$ cat config.mk
export PLATFORM = sky130hd
export DESIGN_NAME = mpd_div_cell
export DESIGN_NICKNAME = d
export VERILOG_FILES = /design/src/hw/rtl/mpd_div_cell.sv
export SDC_FILE = /design/constraint.sdc
export NUM_CORES = 1
export LEC_CHECK = 0
export ABC_AREA = 0
export BUFFER_PORTS_ARGS = -buffer_cell sky130_fd_sc_hd__clkbuf_2
export CAP_MARGIN = 20
export CORE_MARGIN = 3
export CORE_UTILIZATION = 40
export DETAILED_ROUTE_END_ITERATION = 8
export HOLD_SLACK_MARGIN = 0.12
export PLACE_DENSITY = 0.67
export SYNTH_ARGS = -nofsm -noshare
export SYNTH_HDL_FRONTEND = slang
export SYNTH_SLANG_ARGS = --single-unit
export TNS_END_PERCENT = 20
$ cat constraint.sdc
create_clock -name i_clk -period 8 [get_ports i_clk]
set_clock_uncertainty 0.1 [all_clocks]
set_input_delay 0.4 -clock i_clk [delete_from_list [all_inputs] [get_ports i_clk]]
set_output_delay 0.4 -clock i_clk [all_outputs]
set_load 0.1 [all_outputs]
$ cat src/hw/rtl/mpd_div_cell.sv
`timescale 1ns / 1ps

// One restoring division step: settles one quotient bit per cell.
module mpd_div_cell #(
    parameter int DW = 64,
    parameter int QW = 33,
    parameter int SIDE_W = 8
) (
    input  logic              i_clk,
    input  logic              i_en,
    input  logic [DW-1:0]     i_rem,
    input  logic [QW-1:0]     i_num,
    input  logic [QW-1:0]     i_q,
    input  logic [DW-1:0]     i_den,
    input  logic [SIDE_W-1:0] i_side,
    output logic [DW-1:0]     o_rem,
    output logic [QW-1:0]     o_num,
    output logic [QW-1:0]     o_q,
    output logic [DW-1:0]     o_den,
    output logic [SIDE_W-1:0] o_side
);

    logic [DW:0]   w_rt;
    logic          w_ge;
    logic [DW-1:0] n_rem;

    // shift in the next dividend bit, subtract divisor if it fits
    assign w_rt  = {i_rem, i_num[QW-1]};
    assign w_ge  = (w_rt >= {1'b0, i_den});
    assign n_rem = w_ge ? DW'(w_rt - {1'b0, i_den}) : DW'(w_rt);

    always_ff @(posedge i_clk) begin
        if (i_en) begin
            o_rem  <= n_rem;
            o_num  <= {i_num[QW-2:0], 1'b0};
            o_q    <= {i_q[QW-2:0], w_ge};
            o_den  <= i_den;
            o_side <= i_side;
        end
    end

endmodule

==> reports/results.txt, run 1 <==
largest net degree at the start of global routing = 86
count of final setup violators = 0
net count after synthesis = 1241
clock sinks = 201
Adder-Cell Fraction of Synth Area = 7.52%
Power, Total = 0.00383 W
critical path data required time = 8160 ps
number of top-level design ports = 406
starting density of the core = 41.3%
switching fraction of total power = 43.3%
CTS buffer count = 23
tightest slew margin relative to the limit = 26.3%
worst slack after detailed placement = 3340 ps
area added between synthesis and finish = 43.0%
number of global-route vias before repair = 9845
overflow left after global routing = 0
most common cell in the netlist = sky130_fd_sc_hd__edfxtp_1
die width = 171 um
antenna-violating nets left = 0
cell count after synthesis = 972
fraction of synthesis flops using an asynchronous set or reset pin = 0%
clock tree from TritonCTS = built
final critical-path share of the clock period = 60.4%
predominant post-synthesis flop cell = sky130_fd_sc_hd__edfxtp_1
Avg Vias per Cell = 5.20
Row Count = 59
wire length of the first global-routing pass = 52500 um
fraction of power consumed by the clock network = 25.0%
top post-synthesis cells by area = sky130_fd_sc_hd__edfxtp_1 55%, sky130_fd_sc_hd__ha_1 7.3%, sky130_fd_sc_hd__a21oi_1 5.6%, sky130_fd_sc_hd__xnor2_1 2.9%, sky130_fd_sc_hd__nor2_1 2.9%
synthesized-area fraction occupied by ao, oa, aoi and oai cells = 15.5%
Hold WC Path Type = primary input to flip-flop
Commonest cells post-synth = 201 x sky130_fd_sc_hd__edfxtp_1, 122 x sky130_fd_sc_hd__a21oi_1, 83 x sky130_fd_sc_hd__nor2_1, 81 x sky130_fd_sc_hd__inv_1, 64 x sky130_fd_sc_hd__ha_1
share of layout cells above drive strength 1 = 30.9%
vertical extent of the die = 171 um
total of flip-flops plus latches after synthesis = 201
DRC violations left = 0
library cell occupying the most area in the post-synthesis netlist = sky130_fd_sc_hd__edfxtp_1
total number of vias = 9807
share of the synthesized area in the top cell type = 55.3%
warnings from Yosys = 0
Critical Path Source Type = primary input
cell at the root of the clock tree = sky130_fd_sc_hd__clkbuf_16
critical path start-end classification = primary input to flip-flop
number of synthesized flops with an enable pin = 201
routability congestion estimate = 0.908
PostCTS Resize Cnt = 0
drt initial violations = 565
Setup WS post-layout = 3170 ps
Layout Utilization = 59.0%
fraction of synthesized area in multiplexers = 2.10%
synthesized area per cell = 11.2 um2
Net Sw Power = 0.00166 W
fraction of the yosys area taken by sequential cells = 55.3%
Crit path arrival time = 5000 ps
Pwr Density = 245 nW/um2
clock-pin transition on the worst setup and hold timing paths = 60 ps
category of the worst setup path capture point = flip-flop
simple-gate share of the synthesized area = 9.82%
H-tree Lvls = 1
internal power = 0.00217 W
combinational fraction of design power = 40.1%
xor/xnor cell area share of the yosys netlist = 4.89%
post-synthesis instance area = 10900 um2
total core area = 26400 um2
length of the first detailed-routing pass in iterations = 5
Pins Over Slew Limit = 0
Final Hold Vio Count = 0
routed len/inst = 18.8 um
number of antenna violations at the first check in global routing = 2
setup TNS = 0 ps
Final #Nets = 1802
status = complete, no violations
combinational family with the most area after synthesis = compound AO/OA/AOI/OAI gates
DIE AREA = 29300 um2
Max-cap violations = 0
slew at the pin closest to its max-slew limit = 1090 ps
Peak Freq = 207 MHz
final critical delay including setup and external delays = 4830 ps
static power due to leakage = 6.98 nW
sequential share of power = 34.9%
count of different cell masters after synthesis = 65
CTS Buffer Depth = 3
HPWL Detailed = 25000 um
GRT Resource Usage Total = 22.7%
number of buffer cells added on primary ports = 403
Worst Path Max Fanout = 85
peak ir drop on the vdd network = 0.162 mV
total detailed-routing wirelength = 35400 um
unrepaired setup endpoints after global routing = false
-- worst max-delay path: stages --
cell and delay, ps:
sky130_fd_sc_hd__dlygate4sd3_1 540, sky130_fd_sc_hd__clkbuf_2 190, sky130_fd_sc_hd__inv_1 60, sky130_fd_sc_hd__ha_1 300, sky130_fd_sc_hd__nor2b_1 190, sky130_fd_sc_hd__o2111a_1 240
sky130_fd_sc_hd__o21ai_1 160, sky130_fd_sc_hd__o311ai_2 520, sky130_fd_sc_hd__o2111ai_1 370, sky130_fd_sc_hd__a21oi_1 320, sky130_fd_sc_hd__o21ai_1 190, sky130_fd_sc_hd__a21oi_4 620
sky130_fd_sc_hd__buf_12 360, sky130_fd_sc_hd__mux2_2 400
-- sequential cells by signal (all words and copies together), names as in the netlist --
| register | flops |
|---|---|
| o_q | 33 |
| o_side | 8 |
| o_num | 32 |
| o_rem | 64 |
| o_den | 64 |
-- path summary, 6_finish.rpt --
check / start / depth (start not counted) / to
setup / recovery: i_den[1] / 14 / o_rem[7]$_DFFE_PP_
hold / removal: i_rem[36] / 3 / o_rem[37]$_DFFE_PP_
-- cell families (layout without fill, tap and decap cells) --
family	count (synthesis)	in the layout
xor+xnor	61	61
compound gates	267	267
fa+ha+maj	65	65
buf+inv	126	703
flops	201	201
other cells	1	3
mux	20	20
simple gates	231	231
-- layout by cell type, fill, tap and decap left out, types with 8 or more instances in the layout --
cell and n:
sky130_fd_sc_hd__a21o_1 33, sky130_fd_sc_hd__a21oi_1 122, sky130_fd_sc_hd__clkbuf_16 23, sky130_fd_sc_hd__clkbuf_2 402
sky130_fd_sc_hd__dlygate4sd3_1 174, sky130_fd_sc_hd__edfxtp_1 201, sky130_fd_sc_hd__ha_1 64, sky130_fd_sc_hd__inv_1 81
sky130_fd_sc_hd__mux2_2 19, sky130_fd_sc_hd__nand2_1 56, sky130_fd_sc_hd__nand3_1 15, sky130_fd_sc_hd__nand4_1 27
sky130_fd_sc_hd__nor2_1 83, sky130_fd_sc_hd__nor3_1 9, sky130_fd_sc_hd__nor4_1 8, sky130_fd_sc_hd__o21ai_0 38
sky130_fd_sc_hd__o21bai_1 11, sky130_fd_sc_hd__xnor2_1 36, sky130_fd_sc_hd__xor2_1 25
-- metrics by stage --
step	instance area [um2]	std cells	hold slack, ps
CTS	15600	1884	123
detailed placement	13200	1669	479
finish	15600	1886	146
global route	15600	1886	145
floorplan	10900	972	399
global placement	13200	1669	477
-- timing repair --
| item | in CTS | in global routing |
|---|---|---|
| hold buffers | 174 | 0 |
| hold endpoints to repair | 174 | 0 |
| buffers inserted | 0 | 0 |
-- layer usage --
| layer | share of wire (%) | vias to the layer above | routed length (um) | global-route usage [%] |
|---|---|---|---|---|
| met1 | 39 | 4612 | 13700 | 26.7 |
| met2 | 49 | 410 | 17500 | 40.3 |
| met3 | 7.0 | 84 | 2480 | 4.34 |
| li1 | - | 4701 | - | - |
| met4 | 4.8 | 0 | 1680 | 10.4 |
| met5 | 0 | - | 0 | 0 |
-- power groups by stage --
| stage | clock [W] | combinational [W] | sequential (W) |
|---|---|---|---|
| floorplan | 0 | 0.000359 | 0.00217 |
| CTS | 0.000985 | 0.00153 | 0.00133 |
| finish | 0.000958 | 0.00154 | 0.00134 |
| global route | 0.00103 | 0.00160 | 0.00135 |
| detailed placement | 0 | 0.00145 | 0.00135 |
| global placement | 0 | 0.00145 | 0.00135 |
-- area by class of cell --
cell class              instances  area [um2]
clock buffers                  27         591
fillers                      2155       10800
flip-flops and latches        201        6040
clock inverters                14        85.1
well taps                     335         419
inverters                      81         304
multi-input cells             645        4360
diodes                          2        5.00
repair buffers                581        3810
Power figures use the tool's default switching activity.
==> run 2: changes to the inputs <==
- ABC_AREA: 0 -> 1
- PLACE_DENSITY: 0.67 -> unset
- clock period: 8 -> 4.7 ns (I/O delays scaled with it)
==> reports/results.txt, run 2 <==
status = complete, no violations
area added between synthesis and finish = 39.2%
buffers inserted during post-CTS setup optimization = 0
Critical Path Source Type = primary input
Slowest Stage Delay on Critical Path = 530 ps
critical path start-end classification = primary input to flip-flop
drt initial violations = 793
H-tree Lvls = 1
post-route cell area = 18500 um2
static power due to leakage = 9.96 nW
Critical Path Sink = o_rem[15]$_DFFE_PP_
number of top-level design ports = 406
total number of vias = 13100
Avg Vias per Cell = 4.60
peak ir drop on the vdd network = 0.403 mV
Hold WC Path Type = primary input to flip-flop
cell breakdown of the critical path = dlygate4sd3_1 > clkbuf_2 > inv_1 > ha_1 > nand2_1 > nor2_2 > inv_2 > nor2_2 > nand2_1 > nor2_2 > nand2_1 > nand3_2 > nor2_4 > nand2_4 > buf_4 > nand2_2 > nand2_1
PostCTS Resize Cnt = 0
Max-cap violations = 0
DIE AREA = 35500 um2
DRC violations left = 0
length of the first detailed-routing pass in iterations = 5
final critical delay including setup and external delays = 3250 ps
vertical extent of the die = 188 um
routed len/inst = 17.2 um
cell at the root of the clock tree = sky130_fd_sc_hd__clkbuf_16
Crit path arrival time = 3560 ps
die width = 188 um
GRT Resource Usage Total = 27.0%
tightest slew margin relative to the limit = 45.8%
share of layout cells above drive strength 1 = 21.4%
final std cells w/o fill = 2856
total detailed-routing wirelength = 49100 um
number of global-route vias before repair = 13100
overflow left after global routing = 0
fraction of synthesis flops using an asynchronous set or reset pin = 0%
master of the slowest instance on the critical path = sky130_fd_sc_hd__dlygate4sd3_1
unrepaired setup endpoints after global routing = false
routability congestion estimate = 0.910
post-synthesis instance area = 13300 um2
total core area = 32700 um2
wire length of the first global-routing pass = 74300 um
cell area after placement = 15800 um2
most common cell in the netlist = sky130_fd_sc_hd__nand2_1
clock sinks = 201
CTS Buffer Depth = 3
total placed cells including tap cells = 2613
clock-pin transition on the worst setup and hold timing paths = 70 ps
most frequent standard cell in the layout excluding fill and tap cells = sky130_fd_sc_hd__nand2_1
registers with the most flip-flops = o_den x64, o_rem x64, o_q x33
number of antenna violations at the first check in global routing = 0
number of buffer cells added on primary ports = 403
Worst path depth = 17
top post-synthesis cells by area = sky130_fd_sc_hd__edfxtp_1 45%, sky130_fd_sc_hd__nand2_1 19%, sky130_fd_sc_hd__inv_1 11%, sky130_fd_sc_hd__ha_1 6.0%, sky130_fd_sc_hd__nand3_1 5.3%
highest-count cells in the layout ignoring fill and taps = 678 x sky130_fd_sc_hd__nand2_1, 402 x sky130_fd_sc_hd__clkbuf_2, 381 x sky130_fd_sc_hd__inv_1
Worst Path Max Fanout = 48
clock tree from TritonCTS = built
final critical-path share of the clock period = 69.1%
CTS buffer count = 24
library cell occupying the most area in the post-synthesis netlist = sky130_fd_sc_hd__edfxtp_1
Layout Utilization = 56.7%
critical path data required time = 5010 ps
HPWL Detailed = 37800 um
predominant post-synthesis flop cell = sky130_fd_sc_hd__edfxtp_1
count of buffer and inverter cells on the critical path = 5
setup TNS = 0 ps
cell class contributing the biggest share of worst-path delay = simple AND/OR/NAND/NOR gates
Pins Over Slew Limit = 0
most common cell type on the critical path = sky130_fd_sc_hd__nand2_1
Row Count = 66
share of the synthesized area in the top cell type = 45.3%
Commonest cells post-synth = 678 x sky130_fd_sc_hd__nand2_1, 381 x sky130_fd_sc_hd__inv_1, 201 x sky130_fd_sc_hd__edfxtp_1, 140 x sky130_fd_sc_hd__nand3_1, 99 x sky130_fd_sc_hd__nor2_1
starting density of the core = 40.7%
synthesized area per cell = 7.47 um2
largest net degree at the start of global routing = 77
worst setup path startpoint = i_den[45]
Pwr Density = 363 nW/um2
Final Hold Vio Count = 0
cell count after synthesis = 1783
total of flip-flops plus latches after synthesis = 201
antenna-violating nets left = 0
count of final setup violators = 0
slew at the pin closest to its max-slew limit = 813 ps
n_diodes = 0
net count after synthesis = 2052
warnings from Yosys = 0
fraction of the yosys area taken by sequential cells = 45.3%
Peak Freq = 308 MHz
Worst Hold Path Cells = 1
number of synthesized flops with an enable pin = 201
Final #Nets = 2666
category of the worst setup path capture point = flip-flop
count of different cell masters after synthesis = 36
-- run 2: worst min-delay path by stage --
stage,startpoint,end,slack [ps]
after floorplan,i_den[0],o_den[0]$_DFFE_PP_,230
after global routing,i_en,o_num[14]$_DFFE_PP_,260
after global placement,i_q[6],o_q[7]$_DFFE_PP_,310
after detailed placement,i_num[7],o_num[8]$_DFFE_PP_,310
final,i_en,o_q[26]$_DFFE_PP_,210
after CTS,i_en,o_side[0]$_DFFE_PP_,230
-- run 2: area by class of cell --
type | count | area [um2]
fill | 3141 | 14200
sequential | 201 | 6040
multi-input combinational | 1161 | 5630
timing repair buffer | 608 | 4080
inverter | 401 | 1510
clock buffer | 26 | 608
tap | 442 | 553
clock inverter | 17 | 121
-- run 2: what timing repair did --
item | in CTS | in global routing
setup endpoints to repair | 0 | 0
endpoints found under the hold margin | 200 | 0
hold buffers | 200 | 0
-- run 2: power breakdown --
part	total (W)	switching [W]	internal [W]
Clock	0.00174	0.000752	0.000988
Sequential	0.00226	0.0000560	0.00220
Combinational	0.00274	0.00216	0.000574
-- run 2: logic make-up after synthesis --
family	after synthesis	share of synthesized area, %
AOI/OAI and AO/OA	54	2.10
adders and majority gates	65	6.16
buffers and inverters	421	12.4
DFF	201	45.3
and+or+nand+nor	1010	32.0
xor gates and xnor gates	31	2.04
other	1	0.0282
-- run 2: metal layers --
metal / vias to the layer above / global-route usage, % / part of all wire [%]
met5: - / 0 / 0
li1: 6737 / - / -
met3: 73 / 4.39 / 6.5
met2: 459 / 46.9 / 48
met1: 5860 / 34.8 / 43
met4: 0 / 7.93 / 3.0
-- run 2: stage by stage --
step           power (W)  setup WS, ps  hold WS (ps)
6_report         0.00674          1450           211
2_1_floorplan    0.00431          2570           234
3_5_place_dp     0.00489          1480           314
5_1_grt          0.00703          1230           255
3_3_place_gp     0.00488          1490           313
4_1_cts          0.00677          1510           229
