File: src/hw/rtl/mpd_sqrt_cell.sv
`timescale 1ns / 1ps

// One restoring square-root step: settles one root bit per cell.
module mpd_sqrt_cell #(
    parameter int K = 32,
    parameter int SIDE_W = 8
) (
    input  logic              i_clk,
    input  logic              i_en,
    input  logic [K:0]        i_rem,
    input  logic [K-1:0]      i_root,
    input  logic [2*K-1:0]    i_opnd,
    input  logic [SIDE_W-1:0] i_side,
    output logic [K:0]        o_rem,
    output logic [K-1:0]      o_root,
    output logic [2*K-1:0]    o_opnd,
    output logic [SIDE_W-1:0] o_side
);

    logic [K+2:0] w_rt;
    logic [K+2:0] w_trial;
    logic         w_ge;
    logic [K:0]   n_rem;

    // bring down two operand bits and try root*4+1
    assign w_rt    = {i_rem, i_opnd[2*K-1 -: 2]};
    assign w_trial = {1'b0, i_root, 2'b01};
    assign w_ge    = (w_rt >= w_trial);
    assign n_rem   = w_ge ? (K+1)'(w_rt - w_trial) : (K+1)'(w_rt);

    always_ff @(posedge i_clk) begin
        if (i_en) begin
            o_rem  <= n_rem;
            o_root <= {i_root[K-2:0], w_ge};
            o_opnd <= {i_opnd[2*K-3:0], 2'b00};
            o_side <= i_side;
        end
    end

endmodule

File: config.mk
export PLATFORM = sky130hd
export DESIGN_NAME = mpd_sqrt_cell
export DESIGN_NICKNAME = d
export VERILOG_FILES = /design/src/hw/rtl/mpd_sqrt_cell.sv
export SDC_FILE = /design/constraint.sdc
export NUM_CORES = 1
export LEC_CHECK = 0
export ABC_CLOCK_PERIOD_IN_PS = 8100
export BUFFER_PORTS_ARGS = -buffer_cell sky130_fd_sc_hd__buf_2
export CAP_MARGIN = 10
export CORE_MARGIN = 4
export CORE_UTILIZATION = 45
export DETAILED_ROUTE_END_ITERATION = 8
export GPL_TIMING_DRIVEN = 0
export HOLD_SLACK_MARGIN = 0.12
export PLACE_DENSITY = 0.76
export SETUP_SLACK_MARGIN = 0.2
export SLEW_MARGIN = 10
export SYNTH_ARGS = -nofsm -noshare
export SYNTH_HDL_FRONTEND = slang
export SYNTH_SLANG_ARGS = --single-unit
File: constraint.sdc
create_clock -name i_clk -period 8.1 [get_ports i_clk]
set_clock_uncertainty 0.15 [all_clocks]
set_input_delay 0.405 -clock i_clk [delete_from_list [all_inputs] [get_ports i_clk]]
set_output_delay 0.405 -clock i_clk [all_outputs]
set_load 0.005 [all_outputs]
==> results of run 1 <==
## state kept, by name (all words and copies together), names as in the netlist
name    flops
o_side      8
o_root     32
o_rem      33
o_opnd     62
## routing by layer
layer / vias up / share of wire [%] / track usage, %
li1: 2635 / - / -
met1: 2608 / 38 / 29.0
met2: 268 / 52 / 45.0
met3: 39 / 7.4 / 7.03
met4: 0 / 3.1 / 9.78
met5: - / 0 / 0
## layout make-up
class	instances	area share [%]
Buffer	18	1.05
Clock buffer	18	4.49
Clock inverter	14	1.57
Inverter	39	1.53
Multi-Input combinational cell	305	21.4
Sequential cell	135	42.4
Tap cell	180	2.36
Timing Repair Buffer	375	25.2
## logic make-up after synthesis
group	Yosys count	synth area share (%)
buffers and inverters	57	3.89
DFF	135	63.9
xor gates and xnor gates	28	3.87
other	1	0.0591
muxes	7	1.24
adders and majority gates	34	6.71
and+or+nand+nor	103	7.24
AOI/OAI and AO/OA	131	13.0
## worst min-delay path by stage
| stage | from | end | slack [ns] | depth (start not counted) |
|---|---|---|---|---|
| finish | i_rem[21] | o_rem[23] | 0.17 | 2 |
| floorplan | i_opnd[8] | o_opnd[10] | 0.35 | 0 |
| detailed placement | i_opnd[2] | o_opnd[4] | 0.43 | 1 |
| global placement | i_opnd[14] | o_opnd[16] | 0.43 | 1 |
| CTS | i_rem[21] | o_rem[23] | 0.15 | 2 |
| global route | i_rem[21] | o_rem[23] | 0.16 | 2 |
## cells in the final DEF, fill, tap and decap left out, types with 4 or more instances in the layout
cell type	count
dlygate4sd3_1	101
o21a_1	8
nand2b_1	4
xor2_1	9
buf_2	280
clkbuf_1	6
nand4_1	6
a21oi_1	56
edfxtp_1	135
mux2_2	7
nand2_1	28
clkbuf_16	17
ha_1	34
o21ai_0	20
a31oi_1	5
xnor2_1	19
nor3_1	5
nor2_1	42
o21bai_1	6
a21o_1	9
buf_4	4
clkinvlp_4	4
nand3_1	8
inv_1	39
## through the flow
| stage | worst slack (ns) | utilization, % | power [W] | area (µm²) | instances |
|---|---|---|---|---|---|
| floorplan | 5.17 | - | 0.00105 | 6340 | 497 |
| global placement | 4.58 | 57.4 | 0.00121 | 7940 | 950 |
| detailed placement | 4.53 | 57.6 | 0.00122 | 7970 | 951 |
| CTS | 4.37 | 69.1 | 0.00202 | 9560 | 1084 |
| global route | 4.07 | 69.1 | 0.00210 | 9560 | 1084 |
| finish | 4.31 | 69.1 | 0.00201 | 9560 | 1084 |
## power by group through the flow
stage	Combinational, W	Sequential [W]	Clock (W)
6_report	0.000381	0.000871	0.000760
5_1_grt	0.000416	0.000876	0.000808
4_1_cts	0.000377	0.000870	0.000771
3_5_place_dp	0.000335	0.000884	0
3_3_place_gp	0.000323	0.000883	0
2_1_floorplan	0.000158	0.000894	0
## worst max-delay path: stages
cell           delay, ns
dlygate4sd3_1       0.52
buf_2               0.11
inv_1               0.03
ha_1                0.34
nor2b_1             0.21
o31ai_2             0.10
a21oi_1             0.38
a221o_1             0.35
a21oi_2             0.12
o31ai_1             0.61
a21oi_1             0.20
xnor2_1             0.16
mux2_2              0.27
==> results.txt, run 1 <==
Sequential Power Share -> 43.3%
Register area share after synthesis -> 63.9%
Cells after Synth -> 496
GRT Overall Usage -> 25.3%
Postcts setup bufs -> 0
First-pass GRT wire length -> 31300 µm
Port bufs -> 273
Yosys reg bits -> 135
CTS buffer count -> 17
Antenna violation net count after detailed routing -> 0
CTS Sinks -> 135
Crit path from -> i_root[0]
Mean Syn Cell Area -> 12.8 µm²
Hold slack -> 0.169 ns
Final worst-path cycle share -> 46.8%
Setup Viol. Count Final -> 0
Post-synth cell types -> 48
Crit path to -> o_rem[30]
Post-cts resize count -> 0
Hold-fix buffers at CTS -> 101
Number of synthesized flops with an enable pin -> 135
YS warnings -> 0
Combinational Power Share -> 18.9%
Outcome -> finished clean
1st-iter DRT viols -> 323
Unrepaired setup endpoints after global routing -> no
Drt first pass iters -> 7
FFs w/ async S/R, synth -> 0%
Worst Hold Class -> input pin to register
Max Fanout on Critical Path -> 4
Overflow after GRT -> 0
Final hold vios -> 0
Sequential cell area -> 4050 µm²
Final Wtd Congestion -> 0.927
Vias in the first global route -> 5716
PwrDens -> 211 nW/µm²
Row count -> 43
Pleak -> 4.23 nW
Routed vias/inst -> 5.12
DP HPWL -> 13900 µm
WP data required -> 8.12 ns
Tightest Pin Transition -> 0.689 ns
Fill count -> 934
Pin count of the biggest net entering global routing -> 89
Max frequency -> 0.264 GHz
Rel. slew slack -> 53.7%
Die Y -> 127 µm
Fraction of layout cells with a size suffix above 1 -> 36.5%
Final nets -> 1064
CTS tree -> done
Initial antenna violation count -> 0
DR WL/cell -> 18.8 µm
Post-synth top cells -> 135 x edfxtp_1, 56 x a21oi_1, 42 x nor2_1, 39 x inv_1, 34 x ha_1
Area occupied by multi-input gates -> 2040 µm²
Diodes inserted -> 0
Crit Path Category -> input pin to register
Clock Power Share -> 37.8%
Fin. max-slew vios -> 0
Peak VDD IR -> 103 µV
Internal power -> 0.00149 W
Setup crit start kind -> input pin
CTS H-Tree Depth -> 4
DIE AREA -> 16100 µm²
Area growth, synth to finish -> 50.8%
CTS clk-pin slew, worst paths -> 0.06 ns
Clock Path Buffers -> 2
Io pins -> 276
Final Routed Wirelength -> 20400 µm
Arr. time, crit path -> 3.81 ns
Cell with the most instances after synthesis -> edfxtp_1
Endpoint type of the worst setup path -> register
Die Wd -> 127 µm
Clk root buf -> clkbuf_16
Net Sw Frac -> 26.0%
Cell Area, Synth -> 6340 µm²
Max-Cap Viols -> 0
Top_reg_cell synth -> edfxtp_1
Cell accounting for the most synthesized area -> edfxtp_1
Starting density of the core -> 45.9%
Core Box Area -> 13800 µm²
Ranking of synthesized cells by area -> edfxtp_1 64%, ha_1 6.7%, a21oi_1 4.4%, xnor2_1 2.6%, nor2_1 2.5%
Setup TNS -> 0 ns
DRC viols -> 0
Sw Pwr -> 0.000523 W
Share of the synthesized area in the top cell type -> 63.9%
DR vias -> 5550
Fin crit period -> 3.79 ns
Note: power is estimated with default switching activity, not from simulation.
==> run 2, diff against run 1 <==
--- a/config.mk
+++ b/config.mk
@@ -5,7 +5,8 @@
 export SDC_FILE = /design/constraint.sdc
 export NUM_CORES = 1
 export LEC_CHECK = 0
-export ABC_CLOCK_PERIOD_IN_PS = 8100
+export ABC_AREA = 1
+export ABC_CLOCK_PERIOD_IN_PS = 3900
 export BUFFER_PORTS_ARGS = -buffer_cell sky130_fd_sc_hd__buf_2
 export CAP_MARGIN = 10
 export CORE_MARGIN = 4
@@ -13,7 +14,7 @@
 export DETAILED_ROUTE_END_ITERATION = 8
 export GPL_TIMING_DRIVEN = 0
 export HOLD_SLACK_MARGIN = 0.12
-export PLACE_DENSITY = 0.76
+export PLACE_DENSITY = 0.74
 export SETUP_SLACK_MARGIN = 0.2
 export SLEW_MARGIN = 10
 export SYNTH_ARGS = -nofsm -noshare
==> constraint.sdc (replaced) <==
create_clock -name i_clk -period 3.9 [get_ports i_clk]
set_clock_uncertainty 0.15 [all_clocks]
set_input_delay 0.195 -clock i_clk [delete_from_list [all_inputs] [get_ports i_clk]]
set_output_delay 0.195 -clock i_clk [all_outputs]
set_load 0.005 [all_outputs]
==> results.txt, run 2 <==
Leading cell types in the layout, fill and taps excluded -> 299 x nand2_1, 272 x buf_2, 155 x inv_1 (was 280 x buf_2, 135 x edfxtp_1, 101 x dlygate4sd3_1)
FFs w/ async S/R, synth -> 0% (unchanged)
Starting density of the core -> 46.1% (was 45.9%)
Combinational Power Share -> 20.7% (was 18.9%)
Max-Cap Viols -> 0 (unchanged)
YS warnings -> 0 (unchanged)
Final Routed Wirelength -> 23500 µm (was 20400 µm)
Largest register FFs -> 62 (unchanged)
Sequential cell area -> 4050 µm² (unchanged)
DP Area -> 9030 µm² (was 7970 µm²)
Fin crit period -> 2.55 ns
PwrDens -> 402 nW/µm² (was 211 nW/µm²)
Antenna violation net count after detailed routing -> 0 (unchanged)
Vias in the first global route -> 6941 (was 5716)
Pin count of the biggest net entering global routing -> 92 (was 89)
Top_reg_cell synth -> edfxtp_1 (unchanged)
Die Wd -> 136 µm (was 127 µm)
Postcts setup bufs -> 0 (unchanged)
DIE AREA -> 18500 µm² (was 16100 µm²)
GRT Overall Usage -> 25.2% (was 25.3%)
CTS Sinks -> 135 (unchanged)
Cells after Synth -> 821 (was 496)
Pleak -> 5.59 nW (was 4.23 nW)
Cell accounting for the most synthesized area -> edfxtp_1 (unchanged)
Clk root buf -> clkbuf_16 (unchanged)
Post-synth cell types -> 29 (was 48)
Clock Path Buffers -> 2 (unchanged)
Most common cell after layout, fill and taps aside -> nand2_1 (was buf_2)
Area growth, synth to finish -> 49.6% (was 50.8%)
Die Y -> 136 µm (was 127 µm)
Hold-fix buffers at CTS -> 135 (was 101)
Io pins -> 276 (unchanged)
WP data required -> 3.92 ns (was 8.12 ns)
Mean Syn Cell Area -> 8.96 µm² (was 12.8 µm²)
Share of the synthesized area in the top cell type -> 55.1% (was 63.9%)
Initial antenna violation count -> 2 (was 0)
Reg with most FFs -> o_opnd (unchanged)
Setup crit start kind -> input pin (unchanged)
Number of synthesized flops with an enable pin -> 135 (unchanged)
Register area share after synthesis -> 55.1% (was 63.9%)
Area occupied by multi-input gates -> 2610 µm² (was 2040 µm²)
Peak VDD IR -> 317 µV (was 103 µV)
Fill count -> 1237 (was 934)
Port bufs -> 273 (unchanged)
Endpoint type of the worst setup path -> register (unchanged)
DRC viols -> 0 (unchanged)
Routed length on met1 -> 9400 µm (was 7660 µm)
DR vias -> 6862 (was 5550)
Final nets -> 1423 (was 1064)
Arr. time, crit path -> 2.56 ns (was 3.81 ns)
Core Box Area -> 15900 µm² (was 13800 µm²)
Cell with the most instances after synthesis -> nand2_1 (was edfxtp_1)
First-pass GRT wire length -> 35700 µm (was 31300 µm)
Final hold vios -> 0 (unchanged)
Routed vias/inst -> 4.63 (was 5.12)
Top Registers -> o_opnd: 62 flops, o_rem: 33 flops, o_root: 32 flops (unchanged)
Sw Pwr -> 0.00122 W (was 0.000523 W)
DP HPWL -> 16300 µm (was 13900 µm)
Post-cts resize count -> 0 (unchanged)
Max Used Layer -> met4 (unchanged)
Yosys reg bits -> 135 (unchanged)
Fraction of layout cells with a size suffix above 1 -> 28.5% (was 36.5%)
Clock Power Share -> 38.5% (was 37.8%)
Worst Hold Class -> input pin to register (unchanged)
Final Wtd Congestion -> 0.910 (was 0.927)
Outcome -> finished clean (unchanged)
Drt first pass iters -> 5 (was 7)
1st-iter DRT viols -> 346 (was 323)
Unrepaired setup endpoints after global routing -> no (unchanged)
CTS clk-pin slew, worst paths -> 0.06 ns (about the same)
Max frequency -> 0.393 GHz
Setup TNS -> 0 ns (unchanged)
Post-synth top cells -> 299 x nand2_1, 155 x inv_1, 135 x edfxtp_1, 39 x nand3_1, 35 x nor2_1 (was 135 x edfxtp_1, 56 x a21oi_1, 42 x nor2_1, 39 x inv_1, 34 x ha_1)
Crit Path Category -> input pin to register (unchanged)
DR WL/cell -> 15.9 µm (was 18.8 µm)
DR WL met2 -> 12100 µm (was 10600 µm)
CTS buffer count -> 17 (unchanged)
Max Fanout on Critical Path -> 10 (was 4)
Sequential Power Share -> 40.8% (was 43.3%)
Row count -> 46 (was 43)
Cell Area, Synth -> 7360 µm² (was 6340 µm²)
Final worst-path cycle share -> 65.3%
Overflow after GRT -> 0 (unchanged)
CTS H-Tree Depth -> 4 (unchanged)
Internal power -> 0.00320 W (was 0.00149 W)
Net Sw Frac -> 27.6% (was 26.0%)
Final instance area -> 11000 µm² (was 9560 µm²)
Fin. max-slew vios -> 0 (unchanged)
CTS tree -> done (unchanged)
Setup Viol. Count Final -> 0 (unchanged)
WL met3 -> 1520 µm (was 1510 µm)
Ranking of synthesized cells by area -> edfxtp_1 55%, nand2_1 15%, inv_1 7.9%, ha_1 5.8%, nand3_1 2.7% (was edfxtp_1 64%, ha_1 6.7%, a21oi_1 4.4%, xnor2_1 2.6%, nor2_1 2.5%)
==> run 2: cell count changes after synthesis, sizes merged, moves of 6 or more <==
cell    delta
and2       +6
nand3     +32
inv      +121
o21bai     -6
a21oi     -37
o21a       -8
o21ai     -19
xnor2     -19
nand2    +302
nand3b     +9
mux2       -7
a21o       -8
==> run 2: kinds of logic (layout without fill, tap and decap cells) <==
family	Yosys count	after routing	synth area share, %
and+or+nand+nor	444	444	26.1
buffers and inverters	168	609	9.46
DFF	135	135	55.1
adders and majority gates	34	34	5.78
AOI/OAI and AO/OA	25	25	1.80
xor gates and xnor gates	14	14	1.67
other	1	4	0.0510
==> run 2: per-stage QoR <==
| stage | instances | util [%] | setup slack, ns | hold slack [ns] | power [W] |
|---|---|---|---|---|---|
| final | 1481 | 69.0 | 1.35 | 0.330 | 0.00442 |
| after global routing | 1481 | 69.0 | 1.18 | 0.334 | 0.00463 |
| after CTS | 1479 | 69.0 | 1.37 | 0.317 | 0.00442 |
| after detailed placement | 1312 | 56.6 | 1.51 | 0.223 | 0.00262 |
| after global placement | 1311 | 56.4 | 0.925 | 0.222 | 0.00261 |
| after floorplan | 822 | - | 1.98 | 0.144 | 0.00225 |
==> run 2: critical path, stage by stage <==
cell           delay (ns)
dlygate4sd3_1        0.57
buf_2                0.13
inv_1                0.04
ha_1                 0.33
nand2_1              0.13
nor2_2               0.24
nand2_1              0.12
nor2_1               0.12
nand2_1              0.05
nand3_1              0.08
nor2_2               0.07
nand2_8              0.12
inv_6                0.07
buf_8                0.15
nand2_2              0.08
nand2_1              0.05
==> run 2: cell type report <==
cell class                      instances  area share [%]
Buffer                                  8           0.819
Inverter                              160            5.50
Tap cell                              216            2.46
Clock inverter                         14            1.71
Timing Repair Buffer                  409            25.0
Multi-Input combinational cell        519            23.7
Antenna cell                            2          0.0455
Clock buffer                           18            3.90
Sequential cell                       135            36.8
==> run 2: path summary, 6_finish.rpt <==
| check | depth (start not counted) | slack, ns | start | end |
|---|---|---|---|---|
| worst max-delay path | 16 | 1.35 | i_root[13] | o_rem[25] |
| worst min-delay path | 2 | 0.33 | i_opnd[8] | o_opnd[10] |
==> run 2: per-layer routing <==
layer / global-route usage [%] / up-vias
li1: - / 3447
met3: 5.77 / 33
met5: 0 / -
met1: 29.6 / 3145
met4: 7.00 / 0
met2: 46.2 / 237
==> run 2: power groups by stage <==
stage               Sequential [W]  Combinational [W]  Clock, W
finish                     0.00180           0.000914   0.00170
global route               0.00181            0.00102   0.00179
CTS                        0.00180           0.000907   0.00171
detailed placement         0.00183           0.000794         0
global placement           0.00183           0.000782         0
floorplan                  0.00185           0.000398         0
